<file path="src/rtl/core/tape_image_deframer_assert.svh">
// Assertion macros for the tape image deframer RTL.
// Include inside a module body; needs a clock and an active-low reset.
`ifndef TAPE_IMAGE_DEFRAMER_ASSERT_SVH
`define TAPE_IMAGE_DEFRAMER_ASSERT_SVH

// Same-cycle implication, off while reset is asserted.
`define TID_ASSERT_NOW(label, clk, rstn, ante, cons, msg) \
  label: assert property (@(posedge clk) disable iff (!(rstn)) (ante) |-> (cons)) \
    else $error(msg);

// Next-cycle implication, off while reset is asserted.
`define TID_ASSERT_NEXT(label, clk, rstn, ante, cons, msg) \
  label: assert property (@(posedge clk) disable iff (!(rstn)) (ante) |=> (cons)) \
    else $error(msg);

`endif

</file>
<file path="src/rtl/core/tid_pkg.sv">
// Shared types and constants for the tape image deframer.
// No dependencies; imported by every module of the block.
`timescale 1ns / 1ps

package tid_pkg;

  // Tape image byte codes
  localparam logic [7:0] MARK_BYTE   = 8'hA5;
  localparam logic [7:0] QUOTE_BYTE  = 8'h22;
  localparam logic [7:0] TYPE_BASIC  = 8'h42;
  localparam logic [7:0] TYPE_BINARY = 8'h4D;

  // Jump targets in the interpreter ROM
  localparam logic [15:0] PC_BASIC  = 16'h0CC1;
  localparam logic [15:0] PC_PROMPT = 16'h0CFB;

  // Image kinds
  localparam logic [1:0] KIND_BASIC  = 2'd0;
  localparam logic [1:0] KIND_BINARY = 2'd1;
  localparam logic [1:0] KIND_DATA   = 2'd2;

  // Checksum status codes
  localparam logic [1:0] CSUM_MATCH    = 2'd0;
  localparam logic [1:0] CSUM_MISMATCH = 2'd1;
  localparam logic [1:0] CSUM_NONE     = 2'd2;

  // Result kinds
  localparam logic RK_WRITE   = 1'b0;
  localparam logic RK_SUMMARY = 1'b1;

  // Configuration register map
  localparam int unsigned CFG_IDX_W = 1;
  localparam int unsigned CFG_DATA_W = 16;
  localparam logic [CFG_IDX_W-1:0] CFG_NAMED_HEADER = 1'b0;
  localparam logic [CFG_IDX_W-1:0] CFG_BASIC_LOAD   = 1'b1;

  localparam logic        NAMED_HEADER_RST = 1'b1;
  localparam logic [15:0] BASIC_LOAD_RST   = 16'h694D;

  typedef struct packed {
    logic       start_frame;
    logic [7:0] data_byte;
  } in_item_t;

  typedef struct packed {
    logic        result_kind;
    logic [15:0] write_address;
    logic [7:0]  write_data;
    logic [1:0]  image_kind;
    logic [15:0] last_address;
    logic [15:0] run_address;
    logic [1:0]  checksum_status;
    logic [15:0] jump_pc;
    logic [15:0] hl_value;
    logic [15:0] de_value;
    logic        de_written;
  } result_t;

endpackage

</file>
<file path="src/rtl/core/tid_in_stage.sv">
// Input register of the tape image deframer: holds one accepted byte.
// Depends on tid_pkg.
`timescale 1ns / 1ps

module tid_in_stage (
  input  logic              clk,
  input  logic              rst_n,
  input  logic              in_valid,
  output logic              in_ready,
  input  tid_pkg::in_item_t in_item,
  input  logic              advance,
  output logic              item_valid,
  output tid_pkg::in_item_t item
);
  import tid_pkg::*;

  logic     valid_r;
  logic     valid_nxt;
  in_item_t item_r;
  logic     in_fire;

  assign in_ready = !valid_r || advance;
  assign in_fire  = in_valid && in_ready;

  always_comb begin
    valid_nxt = valid_r;
    if (in_fire) begin
      valid_nxt = 1'b1;
    end else if (advance) begin
      valid_nxt = 1'b0;
    end
  end

  always_ff @(posedge clk) begin
    if (!rst_n) begin
      valid_r <= 1'b0;
    end else begin
      valid_r <= valid_nxt;
    end
  end

  // Payload needs no reset
  always_ff @(posedge clk) begin
    if (in_fire) begin
      item_r <= in_item;
    end
  end

  assign item_valid = valid_r;
  assign item       = item_r;

endmodule

</file>
<file path="src/rtl/core/tid_parse_core.sv">
// Frame parser of the tape image deframer: phase state and per-byte result.
// Depends on tid_pkg and tape_image_deframer_assert.svh.
`timescale 1ns / 1ps
`include "tape_image_deframer_assert.svh"

module tid_parse_core (
  input  logic              clk,
  input  logic              rst_n,
  input  logic              named_header,
  input  logic [15:0]       basic_load_address,
  input  logic              item_valid,
  input  tid_pkg::in_item_t item,
  input  logic              advance,
  output logic              res_valid,
  output tid_pkg::result_t  res
);
  import tid_pkg::*;

  typedef enum logic [3:0] {
    PH_START   = 4'd0,
    PH_MARK    = 4'd1,
    PH_HDR     = 4'd2,
    PH_PAYLOAD = 4'd3,
    PH_CSUM    = 4'd4,
    PH_SPARE   = 4'd5,
    PH_RUNLO   = 4'd6,
    PH_RUNHI   = 4'd7,
    PH_DONE    = 4'd8
  } phase_t;

  phase_t      phase_r, phase_cur, phase_nxt;
  logic [1:0]  quote_r, quote_cur, quote_nxt;
  logic [1:0]  kind_r, kind_cur, kind_nxt;
  logic [1:0]  hdr_idx_r, hdr_idx_cur, hdr_idx_nxt;
  logic [15:0] len_r, len_cur, len_nxt;
  logic [15:0] load_r, load_cur, load_nxt;
  logic [15:0] addr_r, addr_cur, addr_nxt;
  logic [15:0] left_r, left_cur, left_nxt;
  logic [7:0]  sum_r, sum_cur, sum_nxt;
  logic [1:0]  stat_r, stat_cur, stat_nxt;
  logic [7:0]  run_lo_r, run_lo_cur, run_lo_nxt;

  logic        step;
  logic [7:0]  b;
  logic        do_type;
  logic        do_begin;
  logic        do_summary;
  logic        sel_len;
  logic [15:0] run_val;
  logic [15:0] span;
  logic [15:0] end_addr;

  assign step = item_valid && advance;
  assign b    = item.data_byte;

  // A start byte drops the frame in progress before it is parsed
  always_comb begin
    if (item.start_frame) begin
      phase_cur   = PH_START;
      quote_cur   = 2'd0;
      kind_cur    = KIND_BASIC;
      hdr_idx_cur = 2'd0;
      len_cur     = 16'd0;
      load_cur    = 16'd0;
      addr_cur    = 16'd0;
      left_cur    = 16'd0;
      sum_cur     = 8'd0;
      stat_cur    = CSUM_NONE;
      run_lo_cur  = 8'd0;
    end else begin
      phase_cur   = phase_r;
      quote_cur   = quote_r;
      kind_cur    = kind_r;
      hdr_idx_cur = hdr_idx_r;
      len_cur     = len_r;
      load_cur    = load_r;
      addr_cur    = addr_r;
      left_cur    = left_r;
      sum_cur     = sum_r;
      stat_cur    = stat_r;
      run_lo_cur  = run_lo_r;
    end
  end

  assign span     = load_cur + len_cur;
  assign end_addr = span - 16'd1;

  always_comb begin
    phase_nxt   = phase_cur;
    quote_nxt   = quote_cur;
    kind_nxt    = kind_cur;
    hdr_idx_nxt = hdr_idx_cur;
    len_nxt     = len_cur;
    load_nxt    = load_cur;
    addr_nxt    = addr_cur;
    left_nxt    = left_cur;
    sum_nxt     = sum_cur;
    stat_nxt    = stat_cur;
    run_lo_nxt  = run_lo_cur;
    do_type     = 1'b0;
    do_begin    = 1'b0;
    do_summary  = 1'b0;
    sel_len     = 1'b0;
    run_val     = 16'd0;
    res_valid   = 1'b0;
    res         = '0;

    unique case (phase_cur)
      PH_START: begin
        if (named_header) begin
          if (b == QUOTE_BYTE) begin
            quote_nxt = quote_cur + 2'd1;
            // second quote ends the name
            if (quote_cur == 2'd1 || quote_cur == 2'd2) begin
              phase_nxt = PH_MARK;
            end
          end
        end else if (b != MARK_BYTE) begin
          do_type = 1'b1;
        end else begin
          phase_nxt = PH_MARK;
          quote_nxt = 2'd3;
        end
      end
      PH_MARK: begin
        // quote count of three flags the marker as already consumed
        if (b == MARK_BYTE && quote_cur != 2'd3) begin
          quote_nxt = 2'd3;
        end else begin
          do_type = 1'b1;
        end
      end
      PH_HDR: begin
        if (kind_cur == KIND_BASIC) begin
          if (hdr_idx_cur == 2'd0) begin
            len_nxt = {8'd0, b};
          end else begin
            len_nxt = {b, len_cur[7:0]};
          end
          hdr_idx_nxt = hdr_idx_cur + 2'd1;
          if (hdr_idx_cur == 2'd1) begin
            do_begin = 1'b1;
          end
        end else begin
          // binary: length then load; data: load then length
          sel_len = ((kind_cur == KIND_BINARY) == !hdr_idx_cur[1]);
          if (sel_len) begin
            len_nxt = hdr_idx_cur[0] ? {b, len_cur[7:0]} : {8'd0, b};
          end else begin
            load_nxt = hdr_idx_cur[0] ? {b, load_cur[7:0]} : {8'd0, b};
          end
          if (hdr_idx_cur == 2'd3) begin
            hdr_idx_nxt = 2'd0;
            do_begin    = 1'b1;
          end else begin
            hdr_idx_nxt = hdr_idx_cur + 2'd1;
          end
        end
      end
      PH_PAYLOAD: begin
        res_valid         = 1'b1;
        res.result_kind   = RK_WRITE;
        res.write_address = addr_cur;
        res.write_data    = b;
        sum_nxt  = sum_cur + b;
        addr_nxt = addr_cur + 16'd1;
        left_nxt = left_cur - 16'd1;
        if (left_cur == 16'd1) begin
          phase_nxt = (kind_cur == KIND_BASIC) ? PH_RUNLO : PH_CSUM;
        end
      end
      PH_CSUM: begin
        stat_nxt  = (b == sum_cur) ? CSUM_MATCH : CSUM_MISMATCH;
        phase_nxt = PH_SPARE;
      end
      PH_SPARE: begin
        if (kind_cur == KIND_BINARY) begin
          phase_nxt = PH_RUNLO;
        end else begin
          do_summary = 1'b1;
        end
      end
      PH_RUNLO: begin
        run_lo_nxt = b;
        phase_nxt  = PH_RUNHI;
      end
      PH_RUNHI: begin
        do_summary = 1'b1;
        run_val    = {b, run_lo_cur};
      end
      PH_DONE: begin
        // drop bytes until the next start
      end
      default: begin
        phase_nxt = PH_DONE;
      end
    endcase

    if (do_type) begin
      if (b == TYPE_BASIC) begin
        kind_nxt = KIND_BASIC;
      end else if (b == TYPE_BINARY) begin
        kind_nxt = KIND_BINARY;
      end else begin
        kind_nxt = KIND_DATA;
      end
      hdr_idx_nxt = 2'd0;
      len_nxt     = 16'd0;
      load_nxt    = (kind_nxt == KIND_BASIC) ? basic_load_address : 16'd0;
      sum_nxt     = 8'd0;
      stat_nxt    = (kind_nxt == KIND_BASIC) ? CSUM_NONE : CSUM_MATCH;
      phase_nxt   = PH_HDR;
    end

    if (do_begin) begin
      addr_nxt = load_nxt;
      left_nxt = len_nxt;
      if (len_nxt != 16'd0) begin
        phase_nxt = PH_PAYLOAD;
      end else begin
        phase_nxt = (kind_cur == KIND_BASIC) ? PH_RUNLO : PH_CSUM;
      end
    end

    if (do_summary) begin
      res_valid           = 1'b1;
      res.result_kind     = RK_SUMMARY;
      res.image_kind      = kind_cur;
      res.last_address    = end_addr;
      res.run_address     = run_val;
      res.checksum_status = stat_cur;
      if (run_val != 16'd0 && kind_cur == KIND_BINARY) begin
        res.jump_pc    = run_val;
        res.hl_value   = run_val;
        res.de_written = 1'b0;
      end else if (run_val != 16'd0 && kind_cur == KIND_BASIC) begin
        res.jump_pc    = PC_BASIC;
        res.hl_value   = end_addr;
        res.de_value   = run_val;
        res.de_written = 1'b1;
      end else begin
        res.jump_pc    = PC_PROMPT;
        res.hl_value   = end_addr;
        res.de_value   = run_val;
        res.de_written = 1'b1;
      end
      phase_nxt = PH_DONE;
    end

    res_valid = res_valid && item_valid;
  end

  always_ff @(posedge clk) begin
    if (!rst_n) begin
      phase_r   <= PH_START;
      quote_r   <= 2'd0;
      kind_r    <= KIND_BASIC;
      hdr_idx_r <= 2'd0;
      len_r     <= 16'd0;
      load_r    <= 16'd0;
      addr_r    <= 16'd0;
      left_r    <= 16'd0;
      sum_r     <= 8'd0;
      stat_r    <= CSUM_NONE;
      run_lo_r  <= 8'd0;
    end else if (step) begin
      phase_r   <= phase_nxt;
      quote_r   <= quote_nxt;
      kind_r    <= kind_nxt;
      hdr_idx_r <= hdr_idx_nxt;
      len_r     <= len_nxt;
      load_r    <= load_nxt;
      addr_r    <= addr_nxt;
      left_r    <= left_nxt;
      sum_r     <= sum_nxt;
      stat_r    <= stat_nxt;
      run_lo_r  <= run_lo_nxt;
    end
  end

  `TID_ASSERT_NOW(a_write_in_payload, clk, rst_n,
    res_valid && res.result_kind == RK_WRITE, phase_r == PH_PAYLOAD && !item.start_frame,
    "memory write produced outside the payload phase")
  `TID_ASSERT_NOW(a_payload_count, clk, rst_n,
    phase_r == PH_PAYLOAD, left_r != 16'd0,
    "payload phase with no bytes left")
  `TID_ASSERT_NEXT(a_summary_done, clk, rst_n,
    step && res_valid && res.result_kind == RK_SUMMARY, phase_r == PH_DONE,
    "frame summary did not close the frame")

endmodule

</file>
<file path="src/rtl/core/tid_out_stage.sv">
// Result register of the tape image deframer: holds one result for the receiver.
// Depends on tid_pkg.
`timescale 1ns / 1ps

module tid_out_stage (
  input  logic             clk,
  input  logic             rst_n,
  input  logic             res_valid,
  input  tid_pkg::result_t res,
  output logic             advance,
  output logic             out_valid,
  input  logic             out_ready,
  output tid_pkg::result_t out_res
);
  import tid_pkg::*;

  logic    valid_r;
  result_t res_r;

  // Register is free when empty or being drained this cycle
  assign advance = !valid_r || out_ready;

  always_ff @(posedge clk) begin
    if (!rst_n) begin
      valid_r <= 1'b0;
    end else if (advance) begin
      valid_r <= res_valid;
    end
  end

  always_ff @(posedge clk) begin
    if (advance && res_valid) begin
      res_r <= res;
    end
  end

  assign out_valid = valid_r;
  assign out_res   = res_r;

endmodule

</file>
<file path="src/rtl/core/tape_image_deframer.sv">
// Tape image deframer, top level.
// Channels: in_* carries one raw image byte per transaction (valid/ready),
//   in_start_frame marks the first byte of a new image and drops any frame
//   in progress. out_* carries at most one result per byte: a memory write
//   for each payload byte, then one frame summary with the end address,
//   checksum status and register values for the jump.
// Configuration: cfg_write_en writes cfg_write_data to register cfg_index
//   (0 named_header, 1 basic_load_address) at the clock edge; write only
//   while the block is idle.
// Path: each byte goes through the input register, the parse step, then the
//   result register, which drives out_valid.
// Throughput: one byte per cycle while out_ready does not stall, set by the
//   single parse step between the input register and the result register.
// Stall: while out_ready is low and a result is held, the parser and input
//   register hold; in_ready drops once the input register is also full.
// Reset (synchronous, rst_n low): both registers empty, parser back to the
//   name/marker phase, named_header = 1, basic_load_address = 0x694D.
// Depends on tid_pkg, tid_in_stage, tid_parse_core, tid_out_stage.
`timescale 1ns / 1ps

module tape_image_deframer (
  input  logic                             clk,
  input  logic                             rst_n,
  input  logic                             in_valid,
  output logic                             in_ready,
  input  logic                             in_start_frame,
  input  logic [7:0]                       in_data_byte,
  output logic                             out_valid,
  input  logic                             out_ready,
  output logic                             out_result_kind,
  output logic [15:0]                      out_write_address,
  output logic [7:0]                       out_write_data,
  output logic [1:0]                       out_image_kind,
  output logic [15:0]                      out_last_address,
  output logic [15:0]                      out_run_address,
  output logic [1:0]                       out_checksum_status,
  output logic [15:0]                      out_jump_pc,
  output logic [15:0]                      out_hl_value,
  output logic [15:0]                      out_de_value,
  output logic                             out_de_written,
  input  logic                             cfg_write_en,
  input  logic [tid_pkg::CFG_IDX_W-1:0]    cfg_index,
  input  logic [tid_pkg::CFG_DATA_W-1:0]   cfg_write_data
);
  import tid_pkg::*;

  logic        named_header_r;
  logic [15:0] basic_load_r;

  in_item_t in_item;
  in_item_t item;
  logic     item_valid;
  logic     advance;
  logic     res_valid;
  result_t  res;
  result_t  out_res;

  always_ff @(posedge clk) begin
    if (!rst_n) begin
      named_header_r <= NAMED_HEADER_RST;
      basic_load_r   <= BASIC_LOAD_RST;
    end else if (cfg_write_en) begin
      unique case (cfg_index)
        CFG_NAMED_HEADER: named_header_r <= cfg_write_data[0];
        CFG_BASIC_LOAD:   basic_load_r   <= cfg_write_data[15:0];
      endcase
    end
  end

  assign in_item.start_frame = in_start_frame;
  assign in_item.data_byte   = in_data_byte;

  tid_in_stage u_in_stage (
    .clk        (clk),
    .rst_n      (rst_n),
    .in_valid   (in_valid),
    .in_ready   (in_ready),
    .in_item    (in_item),
    .advance    (advance),
    .item_valid (item_valid),
    .item       (item)
  );

  tid_parse_core u_parse_core (
    .clk                (clk),
    .rst_n              (rst_n),
    .named_header       (named_header_r),
    .basic_load_address (basic_load_r),
    .item_valid         (item_valid),
    .item               (item),
    .advance            (advance),
    .res_valid          (res_valid),
    .res                (res)
  );

  tid_out_stage u_out_stage (
    .clk       (clk),
    .rst_n     (rst_n),
    .res_valid (res_valid),
    .res       (res),
    .advance   (advance),
    .out_valid (out_valid),
    .out_ready (out_ready),
    .out_res   (out_res)
  );

  assign out_result_kind     = out_res.result_kind;
  assign out_write_address   = out_res.write_address;
  assign out_write_data      = out_res.write_data;
  assign out_image_kind      = out_res.image_kind;
  assign out_last_address    = out_res.last_address;
  assign out_run_address     = out_res.run_address;
  assign out_checksum_status = out_res.checksum_status;
  assign out_jump_pc         = out_res.jump_pc;
  assign out_hl_value        = out_res.hl_value;
  assign out_de_value        = out_res.de_value;
  assign out_de_written      = out_res.de_written;

endmodule

</file>
<file path="config.mk">
export PLATFORM = sky130hd
export DESIGN_NAME = tape_image_deframer
export DESIGN_NICKNAME = d
export VERILOG_FILES = /design/src/rtl/core/tid_pkg.sv /design/src/rtl/core/tid_in_stage.sv /design/src/rtl/core/tid_parse_core.sv /design/src/rtl/core/tid_out_stage.sv /design/src/rtl/core/tape_image_deframer.sv
export VERILOG_INCLUDE_DIRS = /design/src /design/src/rtl/core
export SDC_FILE = /design/constraint.sdc
export NUM_CORES = 1
export LEC_CHECK = 0
export ABC_AREA = 1
export BUFFER_PORTS_ARGS = -buffer_cell sky130_fd_sc_hd__buf_2
export CAP_MARGIN = 20
export CELL_PAD_IN_SITES_DETAIL_PLACEMENT = 0
export CELL_PAD_IN_SITES_GLOBAL_PLACEMENT = 1
export CORE_MARGIN = 4
export CORE_UTILIZATION = 47
export DETAILED_ROUTE_END_ITERATION = 10
export PLACE_DENSITY_LB_ADDON = 0.1
export SLEW_MARGIN = 20
export SYNTH_ARGS = -nofsm -noshare
export SYNTH_HDL_FRONTEND = slang
export SYNTH_SLANG_ARGS = --single-unit
</file>
<file path="constraint.sdc">
create_clock -name clk -period 7.7 [get_ports clk]
set_input_delay 0.77 -clock clk [delete_from_list [all_inputs] [get_ports clk]]
set_output_delay 0.77 -clock clk [all_outputs]
set_load 0.01 [all_outputs]
</file>
==> impl_metrics.csv <==
group,metric,value,unit
placement,dpl.hpwl,25.6,mm
setup_path,setup.worst_path.start,"u_in_stage.item[8]",
grt,global_route_wire_length_before_repair,56.7,mm
finish,seqCellArea,5800,µm²
finish,most_frequent_standard_cell_in_the_layout_excluding_fill_and_tap_cells,"nand2_1",
finish,multi_input_comb_area,5410,µm²
finish,antenna_cells,0,
setup_path,worstReg2RegEnd,"u_out_stage.out_res[32]",
sta,rsz0062_at_grt,"no",
synth,synth.top_cells.by_area,"edfxtp_1 (29%), dfxtp_1 (18%), nand2_1 (9.0%), nor2_1 (6.2%), inv_1 (6.2%)",
cts,postCtsSetupRepairBufs,0,
setup_path,path_delay_family,"buffers and inverters",
sta,min_period,4680,ps
drt,drt_wl_total,36.0,mm
drt,drt-vias-per-instance,5.35,
synth,ys_types,50,
cts,cts-hold-fix-buffers,0,
setup_path,cp_num_buf_inv,5,
flow_run,cap_viol_max_count,0,
grt,grt_start_max_net_pins,81,
synth,post_synth_inst_count,1547,
synth,yosysSeqAreaShare,47.0,%
power,power.static_leakage,0.00653,µW
cts,clock_latency,540,ps
finish,flow.area_growth_from_synthesis,14.9,%
setup_path,criticalPathCategory,"reg2reg",
cts,clock_tree.buffer_depth,3,
cts,quantity_of_gates_resized_following_cts,0,
sta,hold_viol,0,
finish,instances_no_fill,2015,
setup_path,worst_r2r_startpoint,"u_in_stage.item[8]",
synth,async_flop_share,0,%
floorplan,die_h,170,µm
drt,drt-initial-drc-count,864,
placement,port_buffers,142,
setup_path,critPathMaxStageDelay,540,ps
synth,ys_ff_latch,230,
setup_path,worst_r2r_path_depth,16,
floorplan,die-area,28900,µm²
power,worst_ir_drop_vdd,0.180,mV
min_path,worst_hold_path_type,"in2reg",
floorplan,rows,59,
sta,slew_headroom,35.3,%
sta,finalSetupViolCount,0,
cts,clk_root_buffer_cell,"clkbuf_16",
grt,groute.layer.met1.usage,34.0,%
cts,path_clk_slew,60,ps
sta,timing_max_transition_violations_final,0,
grt,grtUsageMet2,40.8,%
sta,clock_skew,11.4,ps
sta,final.period_utilization,60.8,%
drt,wl_per_cell,17.9,µm
floorplan,initial_core_util,47.6,%
setup_path,endpoint,"u_out_stage.out_res[32]",
grt,via_count_of_the_first_global_routing_pass,10310,
setup_path,worst_ep_required_time,7950,ps
grt,grt_remaining_overflow,0,
floorplan,floorplan.die.width,170,µm
run_status,result_of_the_run,"complete, no violations",
finish,most-common-layout-cells,"nand2_1 (296), nor2_1 (205), inv_1 (202)",
sta,clock.fmax,0.214,GHz
cts,h_tree_levels,1,
finish,utilization,54.6,%
synth,synthesized_area_per_cell,7.97,µm²
setup_path,maximum_fanout_along_the_worst_path,41,
synth,number_of_flops_mapped_to_enable_cells_by_yosys,119,
finish,filler_cell_count,2480,
placement,dp.cells,1967,
synth,yosysWarnings,0,
setup_path,critPathArrivalTime,4930,ps
finish,share_of_final_layout_standard_cells_stronger_than_drive_strength_1,14.3,%
power,power_density,209,nW/µm²
placement,place.gp.congestion,0.892,
finish,finalNetCount,1736,
setup_path,r2r_setup_slack,3020,ps
floorplan,io_pins,143,
setup_path,timing.critical_path.slowest_stage_cell,"inv_2",
cts,cts-buffers-inserted,26,
drt,drt_pre_antenna_iters,6,
setup_path,critPathCaptureType,"flip-flop",
sta,finalSetupTns,0,ps
setup_path,cp_num_cells,16,
sta,final.hold.worst_slack,407,ps
floorplan,core_region_area,25900,µm²
setup_path,worstPathCellList,"buf_4, inv_2, buf_4, nand2_1, ha_1, inv_1, ha_1, inv_1, fa_1, o21ai_0, nand4_1, o211ai_1, a21boi_0, o21ai_0, xor2_1, o22ai_1",
synth,yosys_most_used_dff,"edfxtp_1",
drt,antenna_left,0,
sta,worst_pin_slew,970,ps
synth,synth_largest_area_cell,"edfxtp_1",
cts,tritoncts,"built",
synth,synth.cell_area,12300,µm²
synth,synth_top_area_share,29.0,%
grt,grt.busiest_layer,"met2",
synth,synthesized_net_count,1623,
drt,num_vias,10781,
setup_path,timing.critical_path.from_type,"flip-flop",
grt,initial_antenna_violation_count,0,
drt,drc_errors,0,
grt,globalRouteTotalUtil,24.5,%
cts,numClockSinks,230,
grt,grt_util_met3,3.37,%
per-layer routing:
metal	up-vias	wire (µm)
met4	0	886
li1	5349	-
met2	356	16600
met5	-	0
met1	5014	15900
met3	62	2590
state kept, by name (all words and copies together), names as in the netlist, 4 cells and up:
signal	cells
u_parse_core.load_r	16
u_parse_core.left_r	16
u_out_stage.out_res	110
u_parse_core.run_lo_r	8
u_parse_core.addr_r	16
u_parse_core.sum_r	8
u_parse_core.len_r	16
basic_load_r	16
u_parse_core.phase_r	4
u_in_stage.item	9
power by group:
part,leakage [µW],internal [µW],switching [µW]
clock network,0.000447,810,526
logic,0.00387,91.2,203
registers,0.00222,1300,22.6
total,0.00653,2200,751
Yosys cell counts, drive strengths merged (7+ instances only):
library cell,number
nand2,307
inv,216
nor2,216
o21ai,122
edfxtp,119
a21oi,112
dfxtp,111
nand3,51
ha,43
clkbuf,42
o211ai,30
xor2,29
buf,25
nor3,25
nand4,18
a22oi,14
o22ai,11
xnor2,11
o221ai,8
a31oi,7
metrics by stage:
stage	total power [µW]	setup WS (ps)	instance area (µm²)
after detailed placement	1640	3020	13200
after global routing	3070	2580	14200
after CTS	2970	3010	14200
after floorplan	1560	3450	12300
final	2960	3020	14200
after global placement	1640	3070	13200
logic make-up after synthesis:
| family | synth area share (%) |
|---|---|
| AOI/OAI and AO/OA | 15.1 |
| DFF | 47.0 |
| buffers and inverters | 9.09 |
| xor gates and xnor gates | 2.84 |
| adders and majority gates | 4.69 |
| and+or+nand+nor | 21.2 |
how the worst min path moves through the flow:
| stage | start | to | slack [ps] | cells past startpoint |
|---|---|---|---|---|
| after floorplan | basic_load_r[1] | basic_load_r[1] | 420 | 2 |
| after global placement | basic_load_r[1] | basic_load_r[1] | 440 | 2 |
| after detailed placement | basic_load_r[1] | basic_load_r[1] | 440 | 2 |
| after CTS | in_data_byte[4] | u_in_stage.item[4] | 390 | 1 |
| after global routing | in_data_byte[0] | u_in_stage.item[0] | 390 | 1 |
| final | in_data_byte[2] | u_in_stage.item[2] | 410 | 1 |
final cells by class:
cell class	instances	area share [%]
Clock inverter	16	1.42
Inverter	218	5.80
Timing Repair Buffer	152	5.55
Multi-Input combinational cell	1032	38.2
Clock buffer	32	5.13
Tap cell	335	2.96
Sequential cell	230	40.9
No activity file was read; power rests on OpenSTA's default activity.
